**src/sv/pbcl_pkg.sv**
```systemverilog
// shared widths, register codes and lane control type of the current limiter
// no dependencies
package pbcl_pkg;

    // item geometry
    localparam int NUM_LANES  = 8;
    localparam int HALF_LANES = NUM_LANES / 2;
    localparam int CUR_W      = 16;
    localparam int LEVEL_W    = 8;
    localparam int LIMIT_W    = 16;

    // datapath widths
    localparam int WM_W   = 20;   // current times 9 at most
    localparam int BSQ_W  = 16;   // b squared
    localparam int L2_W   = 32;   // L squared
    localparam int PROD_W = 37;   // signed weighted numerator
    localparam int NUM_W  = 35;   // numerator magnitude
    localparam int DEN_W  = 35;   // 5 * L squared
    localparam int QUOT_W = 16;

    // divider pipeline: quotient bits settled per stage
    localparam int DIV_STAGE_BITS = 4;
    localparam int DIV_STAGES     = QUOT_W / DIV_STAGE_BITS;
    // prep stage, numerator stage, then the divider stages
    localparam int NUM_STAGES     = DIV_STAGES + 2;

    // configuration port
    localparam int CFG_W     = 16;
    localparam int REG_IDX_W = 2;
    localparam logic [REG_IDX_W-1:0] REG_POWER_LIMIT      = 2'd0;
    localparam logic [REG_IDX_W-1:0] REG_BUFFER_THRESHOLD = 2'd1;
    localparam logic [REG_IDX_W-1:0] REG_CLIMB_MODE       = 2'd2;

    localparam logic [LIMIT_W-1:0] NO_LIMIT         = 16'hFFFF;
    localparam logic [LEVEL_W-1:0] THRESHOLD_RESET  = 8'd60;

    // saturation bounds
    localparam logic [CUR_W-1:0]  SAT_MAX     = 16'h7FFF;
    localparam logic [CUR_W-1:0]  SAT_MIN     = 16'h8000;
    localparam logic [QUOT_W-1:0] NEG_MAG_MAX = 16'd32768;
    localparam logic [QUOT_W-1:0] POS_MAG_MAX = 16'd32767;

    typedef logic signed [CUR_W-1:0] cur_t;
    typedef logic signed [WM_W-1:0]  wm_t;

    // load strobes handed from the pipeline control to each lane
    typedef struct packed {
        logic                  load_num;
        logic [DIV_STAGES-1:0] load_div;
    } lane_ctl_t;

endpackage

```
**src/sv/pbcl_prep.sv**
```systemverilog
// front stage: routes currents to lanes, applies distribution weights, squares b and L
// depends on pbcl_pkg
module pbcl_prep
    import pbcl_pkg::*;
(
    input  logic                         aclk,
    input  logic                         load,
    input  cur_t   [NUM_LANES-1:0]       cur,
    input  logic   [LEVEL_W-1:0]         buffer_level,
    input  logic   [LIMIT_W-1:0]         power_limit,
    input  logic   [LEVEL_W-1:0]         buffer_threshold,
    input  logic                         climb_mode,
    output wm_t    [NUM_LANES-1:0]       wm_reg,
    output logic   [BSQ_W-1:0]           bsq_reg,
    output logic   [L2_W-1:0]            l2_reg,
    output logic                         scale_reg
);

    typedef enum logic [1:0] {
        MUL_ONE,
        MUL_FIVE,
        MUL_NINE
    } mul_sel_t;

    // weight by a small constant with shifts and one add
    function automatic wm_t weight_mul(input cur_t x, input mul_sel_t sel);
        wm_t ext;
        wm_t res;
        ext = {{(WM_W-CUR_W){x[CUR_W-1]}}, x};
        case (sel)
            MUL_ONE:  res = ext;
            MUL_FIVE: res = (ext <<< 2) + ext;
            MUL_NINE: res = (ext <<< 3) + ext;
            default:  res = ext;
        endcase
        return res;
    endfunction

    logic                      limit_on;
    logic                      scale;
    logic                      climb;
    wm_t  [NUM_LANES-1:0]      wm_next;
    logic [BSQ_W-1:0]          bsq_next;
    logic [L2_W-1:0]           l2_next;

    // mode decode; without limiting every lane gets weight five over five
    assign limit_on = (power_limit != NO_LIMIT);
    assign scale    = limit_on && (buffer_level < buffer_threshold);
    assign climb    = limit_on && climb_mode;

    // lane routing: in climb mode the rear lanes reuse the front currents
    always_comb begin
        for (int i = 0; i < HALF_LANES; i++) begin
            if (climb) begin
                wm_next[i]              = weight_mul(cur[i], MUL_NINE);
                wm_next[i + HALF_LANES] = weight_mul(cur[i], MUL_ONE);
            end else begin
                wm_next[i]              = weight_mul(cur[i], MUL_FIVE);
                wm_next[i + HALF_LANES] = weight_mul(cur[i + HALF_LANES], MUL_FIVE);
            end
        end
    end

    // squares, unity when scaling is off
    always_comb begin
        bsq_next = scale ? BSQ_W'({8'd0, buffer_level} * {8'd0, buffer_level})
                         : BSQ_W'(1);
        l2_next  = scale ? L2_W'({16'd0, power_limit} * {16'd0, power_limit})
                         : L2_W'(1);
    end

    always_ff @(posedge aclk) begin
        if (load) begin
            wm_reg    <= wm_next;
            bsq_reg   <= bsq_next;
            l2_reg    <= l2_next;
            scale_reg <= scale;
        end
    end

endmodule

```
**config.mk**
```make
export PLATFORM = sky130hd
export DESIGN_NAME = pbcl_prep
export DESIGN_NICKNAME = d
export VERILOG_FILES = /design/src/sv/pbcl_pkg.sv /design/src/sv/pbcl_prep.sv
export SDC_FILE = /design/constraint.sdc
export NUM_CORES = 1
export LEC_CHECK = 0
export BUFFER_PORTS_ARGS = -buffer_cell sky130_fd_sc_hd__clkbuf_2
export CORE_ASPECT_RATIO = 0.8
export CORE_UTILIZATION = 50
export DETAILED_ROUTE_END_ITERATION = 6
export GPL_ROUTABILITY_DRIVEN = 0
export GPL_TIMING_DRIVEN = 0
export PLACE_DENSITY = 0.84
export REMOVE_ABC_BUFFERS = 1
export SETUP_SLACK_MARGIN = 0.02
export SLEW_MARGIN = 20
export SYNTH_ARGS = -nofsm -noshare
export SYNTH_HDL_FRONTEND = slang
export SYNTH_SLANG_ARGS = --single-unit
```
**constraint.sdc**
```tcl
create_clock -name aclk -period 9.1 [get_ports aclk]
set_input_delay 0.91 -clock aclk [delete_from_list [all_inputs] [get_ports aclk]]
set_output_delay 0.91 -clock aclk [all_outputs]
set_load 0.02 [all_outputs]
```
# Yosys cells after proc, flatten, opt, wreduce, memory -nomap -nowiden
# Index checks and enable logic that the tools add are counted.
# word_totals
output_inout_bits,209
elab_cells,37
in_bits,163
regBits,209
# op_classes
multipliers,2
eq_ne,1
muxes,8
n_reduce_logical,2
addsub,12
order_cmp,1
# ops
operator,count
20-bit two-way mux,8
18-bit by 16-bit adder with 19-bit output,8
19-bit by 16-bit adder with 20-bit output,4
16-bit by 16-bit multiplier with 32-bit output,1
8-bit by 8-bit multiplier with 16-bit output,1
"16-bit inequality test, second input constant",1
8-bit < comparator,1
1-bit logical AND,2

# Longest topological paths before layout
# Gate-level depths: netlist of run 1.
# depth
word_depth,3
mapped_depth,25
mapped_depth_nobuf,24

# Worst setup path after synthesis of run 1
# Ideal clock, no wire load.
# synth_timing
path_kind,input port to flip-flop
from,in power_limit[4]
to,reg l2_reg[29] (data pin)
slack_ns,2.465
t_required_ns,8.840
path_stages,22
setup_ns,0.260
n_path_buf,2
arrival_ns,6.375
cell_sequence,clkbuf_1 -> clkbuf_1 -> nand2_1 -> fa_1 -> inv_1 -> fa_1 -> ha_1 -> inv_1 -> fa_1 -> fa_1 -> inv_1 -> fa_1 -> ha_1 -> and3_1 -> a221oi_2 -> a22oi_4 -> a31oi_4 -> o22a_2 -> o311ai_2 -> a41o_1 -> nand2_1 -> mux2_4
# synth_via
elab_chain_len,2
word_cells_on_any_way,3
cone_classes,1 x mul; 1 x eq/ne; 1 x reduce/logical
# synth_rtl
element,line,source
"start, declared",pbcl_prep.sv:10,"input logic [LIMIT_W-1:0] power_limit,"
"parallel branches: the longest is 2 deep, another holds 16-bit by 16-bit multiplier with 32-bit output",-,
"end signal, assigned",pbcl_prep.sv:76,l2_reg <= l2_next;
"end, declared",pbcl_prep.sv:15,"output logic [L2_W-1:0] l2_reg,"
# Parallel ways; which one is timed is not known.
# A chain may end at the register's enable or synchronous reset.

# Worst setup path after layout of run 1
# layout_timing
from,in power_limit[6]
to,reg l2_reg[29] (data pin)
# Same word-level chain as after synthesis.

==> qor.csv, run 1 <==
stage;metric;value;unit
detailed_routing;final_antenna_net_count;0;
clocking;clock_tree.buffer_depth;3;
yosys;synth-seq-area-share;0.255;
clocking;tritoncts.num_buffers;26;
timing;finalCritPeriodShare;0.720;
yosys;post_synth_fa_ha_maj_area_fraction;0.327;
power;power-per-cell-area;269;mW/mm2
yosys;netlist-cell-type-count;85;
placement;placedInstanceArea;0.0265;mm2
detailed_routing;drt-vias-per-instance;5.58;
detailed_routing;drt_first_pass_iters;7;
yosys;ys_ff_latch;203;
yosys;synth_xor_area_frac;0.0600;
placement;number_of_buffer_cells_added_on_primary_ports;369;
worst_hold_path;hold_path_class;in -> reg;
setup_path;critical_path_s_largest_stage_delay;0.53;ns
run_status;failing_checks;design-rule violations;
yosys;synth_edf_count;203;
timing;final_period_minus_worst_setup_slack;6.55;ns
yosys;synth.yosys.warnings;0;
final_layout;fraction_of_layout_cells_with_a_size_suffix_above_1;0.164;
grt;initial_antenna_violation_count;0;
setup_path;critPathSlowestCell;sky130_fd_sc_hd__fa_1;
clocking;clock-root-buffer;sky130_fd_sc_hd__clkbuf_16;
setup_path;setup.worst_path.start_class;input pin;
placement;placed_cells;3493;
power;sequential_share_of_power;0.191;
setup_path;timing.critical_path.fanout_max;16;
run;max_cap_viol_count;0;
final_layout;max_reg_flops;156;
setup_path;path_cells;clkbuf_2 > and2_1 > inv_1 > fa_1 > inv_1 > fa_1 > inv_1 > fa_1 > inv_1 > fa_1 > fa_1 > inv_1 > fa_1 > inv_1 > ha_1 > a21o_1 > a21oi_1 > o21ai_0 > a21oi_1 > o22a_2 > o311ai_2 > a41o_1 > nand2_1 > mux2_4;
grt;grt_usage;0.248;
power;cell_internal_pwr;0.00395;W
power;power_leakage;13.5;nW
yosys;synthesized_area_fraction_occupied_by_and_or_nand_nor_cells;0.137;
setup_path;criticalPathCategory;in -> reg;
final_layout;finalNetCount;3570;
power;combinationalPowerShare;0.667;
power;net_switching_power;0.00344;W
clocking;clock_tree_from_tritoncts;done;
floorplanning;die_area;0.0488;mm2
power;power.clock.fraction;0.142;
power;net_sw_frac;0.465;
floorplanning;start_util;0.508;
grt;grt_overflow;0;
setup_path;arrival_time_of_the_worst_setup_path;6.84;ns
floorplanning;die_width;247;um
power;peakVddDrop;302;uV
timing;timing_worst_slew_pin_value;0.837;ns
timing;slew_headroom;0.428;
yosys;number_of_cells_produced_by_synthesis;2566;
timing;unrepaired_setup_endpoints_after_global_routing;no;
power;p_total;0.00739;W
detailed_routing;drc;144;
yosys;synthesis.area_per_instance;9.33;um2
timing;final_max_slew_viol_count;0;
grt;wire_length_of_the_first_global_routing_pass;98100;um
clocking;ctsResizeCount;0;
floorplanning;coreArea;0.0472;mm2
timing;report.final.hold_viol_count;0;
final_layout;layout_overhead_on_the_synthesized_area;14.5;%
clocking;worst_setup_hold_path_clk_slew;0.06;ns
detailed_routing;drt_iter0_drc;1431;
run_status;status;finished with violations;
floorplanning;placement_rows;71;
setup_path;data_required_time_of_the_critical_path;9.39;ns
placement;place.detailed.hpwl;48400;um
final_layout;fin_area;0.0274;mm2
clocking;cts_setup_buffers;0;
final_layout;layoutNonFillerInstCount;3543;
yosys;synth.mux.area_fraction;0.00366;
clocking;number_of_clock_sinks;203;
floorplanning;design.portCount;372;
timing;setup_viol;0;
floorplanning;die_y;198;um
grt;maximum_number_of_pins_on_one_net_before_global_route_repair;77;
yosys;largest_family_of_logic_cells_by_synthesized_area;adder cells;
yosys;compound_gate_portion_of_the_synthesized_area;0.146;
yosys;ys_async_sr_fraction;0;
setup_path;crit_family;adder cells;
final_layout;finalCoreUtilization;0.581;
clocking;ctsHoldBuffers;0;
setup_path;critical_path_end_type;flop;
detailed_routing;num_vias;19800;
yosys;synth_top_flop_cell;sky130_fd_sc_hd__edfxtp_1;
detailed_routing;detail_route.wl_per_cell;17.1;um
grt;first_global_vias;19600;
yosys;cell_area_after_synthesis;0.0240;mm2
clocking;h-tree-depth;1;
setup_path;path_buf_inv;7;
detailed_routing;detail_route.wirelength;60500;um
timing;achievable-frequency;153;MHz
[cell type report]
class                      count  area (um2)
antenna                        2        5.00
clock buffer                  26         651
clock inverter                22         223
fill                        4020       19800
inverter                     371        1390
multi-input combinational   1920       16200
sequential                   203        6100
tap                          620         776
timing repair buffer         379        2120
[cell families after synthesis]
logic type,Yosys count
xor gates and xnor gates,164
buffers and inverters,444
and+or+nand+nor,706
AOI/OAI and AO/OA,534
muxes,8
DFF,203
adders and majority gates,506
other,1
[Yosys cell counts, drive strengths merged, types with 7 or more instances]
library cell / count / share of area
nand4: 8 / 0.0021
xor2: 72 / 0.026
o311ai: 7 / 0.0032
nand2b: 27 / 0.0071
nor3: 58 / 0.012
fa: 199 / 0.17
xnor2: 92 / 0.034
nor2: 198 / 0.031
a211oi: 19 / 0.0062
buf: 31 / 0.0071
o21a: 31 / 0.0097
nand2: 229 / 0.036
inv: 370 / 0.058
a21boi: 9 / 0.0028
or3: 19 / 0.0052
o31ai: 24 / 0.0075
a2111oi: 8 / 0.0035
clkbuf: 42 / 0.0066
o21ai: 103 / 0.022
a21oi: 182 / 0.039
a21o: 62 / 0.019
o21bai: 13 / 0.0041
ha: 307 / 0.16
a31oi: 14 / 0.0043
nand3: 35 / 0.0075
a31o: 8 / 0.0029
edfxtp: 203 / 0.25
and2: 56 / 0.015
or2: 12 / 0.0031
and3: 17 / 0.0045
o41ai: 9 / 0.0042
nor2b: 25 / 0.0065
[cell usage in the layout (no fill, tap or decap), drive strengths merged, types with 6 or more instances in the layout]
| cell type | n |
|---|---|
| clkbuf | 395 |
| a31o | 8 |
| nor2 | 198 |
| o41ai | 9 |
| nor3b | 6 |
| o21bai | 13 |
| a31oi | 14 |
| nor2b | 25 |
| a21oi | 182 |
| nand3b | 6 |
| o21a | 31 |
| fa | 199 |
| and2 | 56 |
| or2 | 12 |
| or3 | 19 |
| o31ai | 24 |
| clkinv | 9 |
| a211oi | 19 |
| o311ai | 7 |
| a21o | 62 |
| xor2 | 72 |
| a21boi | 9 |
| edfxtp | 203 |
| clkinvlp | 7 |
| nand3 | 35 |
| nand2 | 229 |
| xnor2 | 92 |
| o21ai | 103 |
| o22ai | 6 |
| buf | 10 |
| nor3 | 58 |
| and3 | 17 |
| nand2b | 27 |
| o211ai | 6 |
| ha | 307 |
| nand4 | 8 |
| inv | 375 |
| a2111oi | 8 |
[final timing paths]
check                          start  depth (start not counted)                        to  slack (ns)
worst min-delay path         cur[16]                          1      wm_reg[20]$_DFFE_PP_        0.59
worst max-delay path  power_limit[6]                         24  l2_reg[29]$_SDFFCE_PN0P_        2.55
[metal layers]
metal	global-route usage	routed length, um	vias to the layer above	share of wire
li1	-	-	9462	-
met1	0.328	25000	9401	0.41
met2	0.422	28500	783	0.47
met3	0.0398	5250	116	0.087
met4	0.0656	1660	0	0.027
met5	0	0	-	0
[power by group through the flow]
stage / clock network (W) / logic, W / registers (W)
after floorplan: 0 / 0.00345 / 0.00164
after detailed placement: 0 / 0.00490 / 0.00143
after global routing: 0.00109 / 0.00558 / 0.00143
after global placement: 0 / 0.00475 / 0.00144
after CTS: 0.00106 / 0.00493 / 0.00141
final: 0.00105 / 0.00493 / 0.00141
[through the flow]
stage	setup WS [ns]	hold slack (ns)	setup TNS [ns]
finish	2.55	0.594	0
global route	2.29	0.573	0
CTS	2.60	0.569	0
detailed placement	2.02	1.16	0
global placement	-2.63	1.16	-122.78
floorplan	2.12	1.01	0
(Power assumes the default switching activity.)
==> run 2: changes to the inputs <==
- ABC_AREA: not set -> 1
- PLACE_DENSITY: 0.84 -> 0.83
- clock period: 9.1 -> 6.55 ns (I/O delays scaled with it)
==> qor.csv, run 2 <==
stage;metric;value;unit
power;power-per-cell-area;390;mW/mm2
power;power_leakage;16.7;nW
final_layout;finalNetCount;4649;
setup_path;path_cells;clkbuf_2 > nand2_1 > inv_1 > fa_1 > inv_1 > fa_1 > inv_1 > fa_1 > inv_1 > fa_1 > inv_1 > fa_1 > inv_1 > fa_1 > inv_1 > ha_1 > nand2_1 > nor2_1 > nand3_1 > nand3_1 > nand2_1 > a21oi_1 > nor2_1;
final_layout;layout_overhead_on_the_synthesized_area;12.2;%
clocking;clock-root-buffer;sky130_fd_sc_hd__clkbuf_16;
floorplanning;coreArea;0.0526;mm2
floorplanning;die_width;260;um
yosys;synth_top_area_cell;sky130_fd_sc_hd__edfxtp_1;
final_layout;layout_common_cells;sky130_fd_sc_hd__nand2_1, sky130_fd_sc_hd__inv_1, sky130_fd_sc_hd__clkbuf_2;
setup_path;cp_common_cell;sky130_fd_sc_hd__inv_1;
power;p_total;0.0117;W
final_layout;final_common_cell;sky130_fd_sc_hd__nand2_1;
detailed_routing;drt_first_pass_iters;6;
worst_hold_path;hold_path_class;in -> reg;
timing;slew_headroom;0.526;
grt;grt_overflow;0;
setup_path;arrival_time_of_the_worst_setup_path;6.21;ns
grt;grt_usage;0.276;
setup_path;critical_path_end_type;flop;
detailed_routing;drt-vias-per-instance;5.35;
clocking;ctsResizeCount;0;
timing;timing_worst_slew_pin_value;0.703;ns
grt;maximum_number_of_pins_on_one_net_before_global_route_repair;98;
power;peakVddDrop;539;uV
yosys;synth_edf_count;203;
run;max_cap_viol_count;0;
run_status;status;finished clean;
yosys;cell_area_after_synthesis;0.0267;mm2
grt;initial_antenna_violation_count;10;
detailed_routing;final_antenna_net_count;0;
floorplanning;die_y;209;um
timing;report.final.hold_viol_count;0;
yosys;synth.yosys.warnings;0;
setup_path;setup.worst_path.start_class;input pin;
clocking;clock_tree.buffer_depth;3;
timing;setup_viol;0;
timing;final_max_slew_viol_count;0;
detailed_routing;drc;0;
clocking;tritoncts.num_buffers;26;
clocking;ctsHoldBuffers;0;
setup_path;critical_path_s_largest_stage_delay;0.53;ns
yosys;synth_top_flop_cell;sky130_fd_sc_hd__edfxtp_1;
yosys;synth_largest_type_area_fraction;0.228;
timing;final_period_minus_worst_setup_slack;5.90;ns
detailed_routing;detail_route.wl_per_cell;16.1;um
setup_path;crit_family;adder cells;
final_layout;fraction_of_layout_cells_with_a_size_suffix_above_1;0.105;
clocking;worst_setup_hold_path_clk_slew;0.06;ns
setup_path;path_buf_inv;8;
floorplanning;design.portCount;372;
yosys;ys_ff_latch;203;
clocking;clock_tree_from_tritoncts;done;
clocking;number_of_clock_sinks;203;
timing;hold_slack;0.345;ns
floorplanning;die_area;0.0543;mm2
timing;achievable-frequency;169;MHz
timing;finalCritPeriodShare;0.901;
yosys;synth-seq-area-share;0.228;
detailed_routing;detail_route.wirelength;75800;um
clocking;cts_setup_buffers;0;
yosys;synth.cells.most_frequent;sky130_fd_sc_hd__nand2_1, sky130_fd_sc_hd__inv_1, sky130_fd_sc_hd__ha_1;
yosys;netlist-cell-type-count;36;
placement;place.detailed.hpwl;61000;um
setup_path;data_required_time_of_the_critical_path;6.86;ns
grt;first_global_vias;23700;
placement;number_of_buffer_cells_added_on_primary_ports;369;
yosys;netlist_top_cells_area;sky130_fd_sc_hd__edfxtp_1, sky130_fd_sc_hd__nand2_1, sky130_fd_sc_hd__fa_1;
final_layout;max_reg_flops;156;
timing;unrepaired_setup_endpoints_after_global_routing;no;
yosys;synth.most_common_cell;sky130_fd_sc_hd__nand2_1;
clocking;h-tree-depth;1;
setup_path;critPathSlowestCell;sky130_fd_sc_hd__fa_1;
yosys;ys_async_sr_fraction;0;
floorplanning;start_util;0.508;
grt;wire_length_of_the_first_global_routing_pass;121000;um
setup_path;timing.critical_path.fanout_max;16;
detailed_routing;drt_iter0_drc;2308;
yosys;number_of_cells_produced_by_synthesis;3656;
setup_path;criticalPathCategory;in -> reg;
yosys;synthesis.area_per_instance;7.30;um2
detailed_routing;num_vias;25100;
floorplanning;placement_rows;75;
[run 2: changes by cell type in the layout (fill, tap and decap cells not counted), sizes merged, moves of 21 or more]
cell / change
nor3: -50
nand2b: -27
inv: +317
xor2: -29
o21ai: +43
a21o: -50
o31ai: -21
nand3: +185
and2: -34
nand2: +882
nor2: +75
nor2b: -25
xnor2: -51
[run 2: cell type report]
cell class	instances	area, um2
Antenna cell	8	20.0
Clock buffer	31	691
Clock inverter	15	113
Fill cell	4806	22600
Inverter	690	2590
Multi-Input combinational cell	2685	17600
Sequential cell	203	6100
Tap cell	693	867
Timing Repair Buffer	374	1980
[run 2: worst paths after layout]
kind | from | endpoint | slack [ns] | cells past startpoint
worst max-delay path | power_limit[9] | l2_reg[20]$_SDFFCE_PN0P_ | 0.65 | 23
worst min-delay path | cur[1] | wm_reg[1]$_DFFE_PP_ | 0.34 | 1
[run 2: layer usage]
metal / vias up / part of all wire / track usage
li1: 12200 / - / -
met1: 11600 / 0.43 / 0.388
met2: 1151 / 0.43 / 0.414
met3: 191 / 0.096 / 0.0579
met4: 4 / 0.042 / 0.113
met5: - / 0.00030 / 0
[run 2: metrics by stage]
stage                     TNS (ns)  setup slack, ns  utilization  std cells  instance area (um2)
after detailed placement         0            0.180        0.554       4645                29100
final                            0            0.648        0.570       4699                29900
after global placement     -388.40            -3.63        0.551       4640                29000
after floorplan                  0             1.16            -       3578                26300
after CTS                        0            0.775        0.570       4691                29900
after global routing             0            0.376        0.570       4699                29900
[run 2: where the power goes]
group	internal (W)	switching (W)	leakage, nW	total (W)
registers	0.00185	0.0000729	1.98	0.00192
logic	0.00281	0.00554	14.3	0.00835
clock network	0.000790	0.000610	0.393	0.00140
total	0.00545	0.00622	16.7	0.0117
[run 2: logic make-up (layout without fill, tap and decap cells)]
logic type	Yosys count	count (layout)	share of synthesized area
fa+ha+maj	506	506	0.293
buf+inv	769	1110	0.113
flops	203	203	0.228
other cells	1	10	0.000141
xor+xnor	84	84	0.0276
compound gates	403	403	0.0807
simple gates	1690	1690	0.257
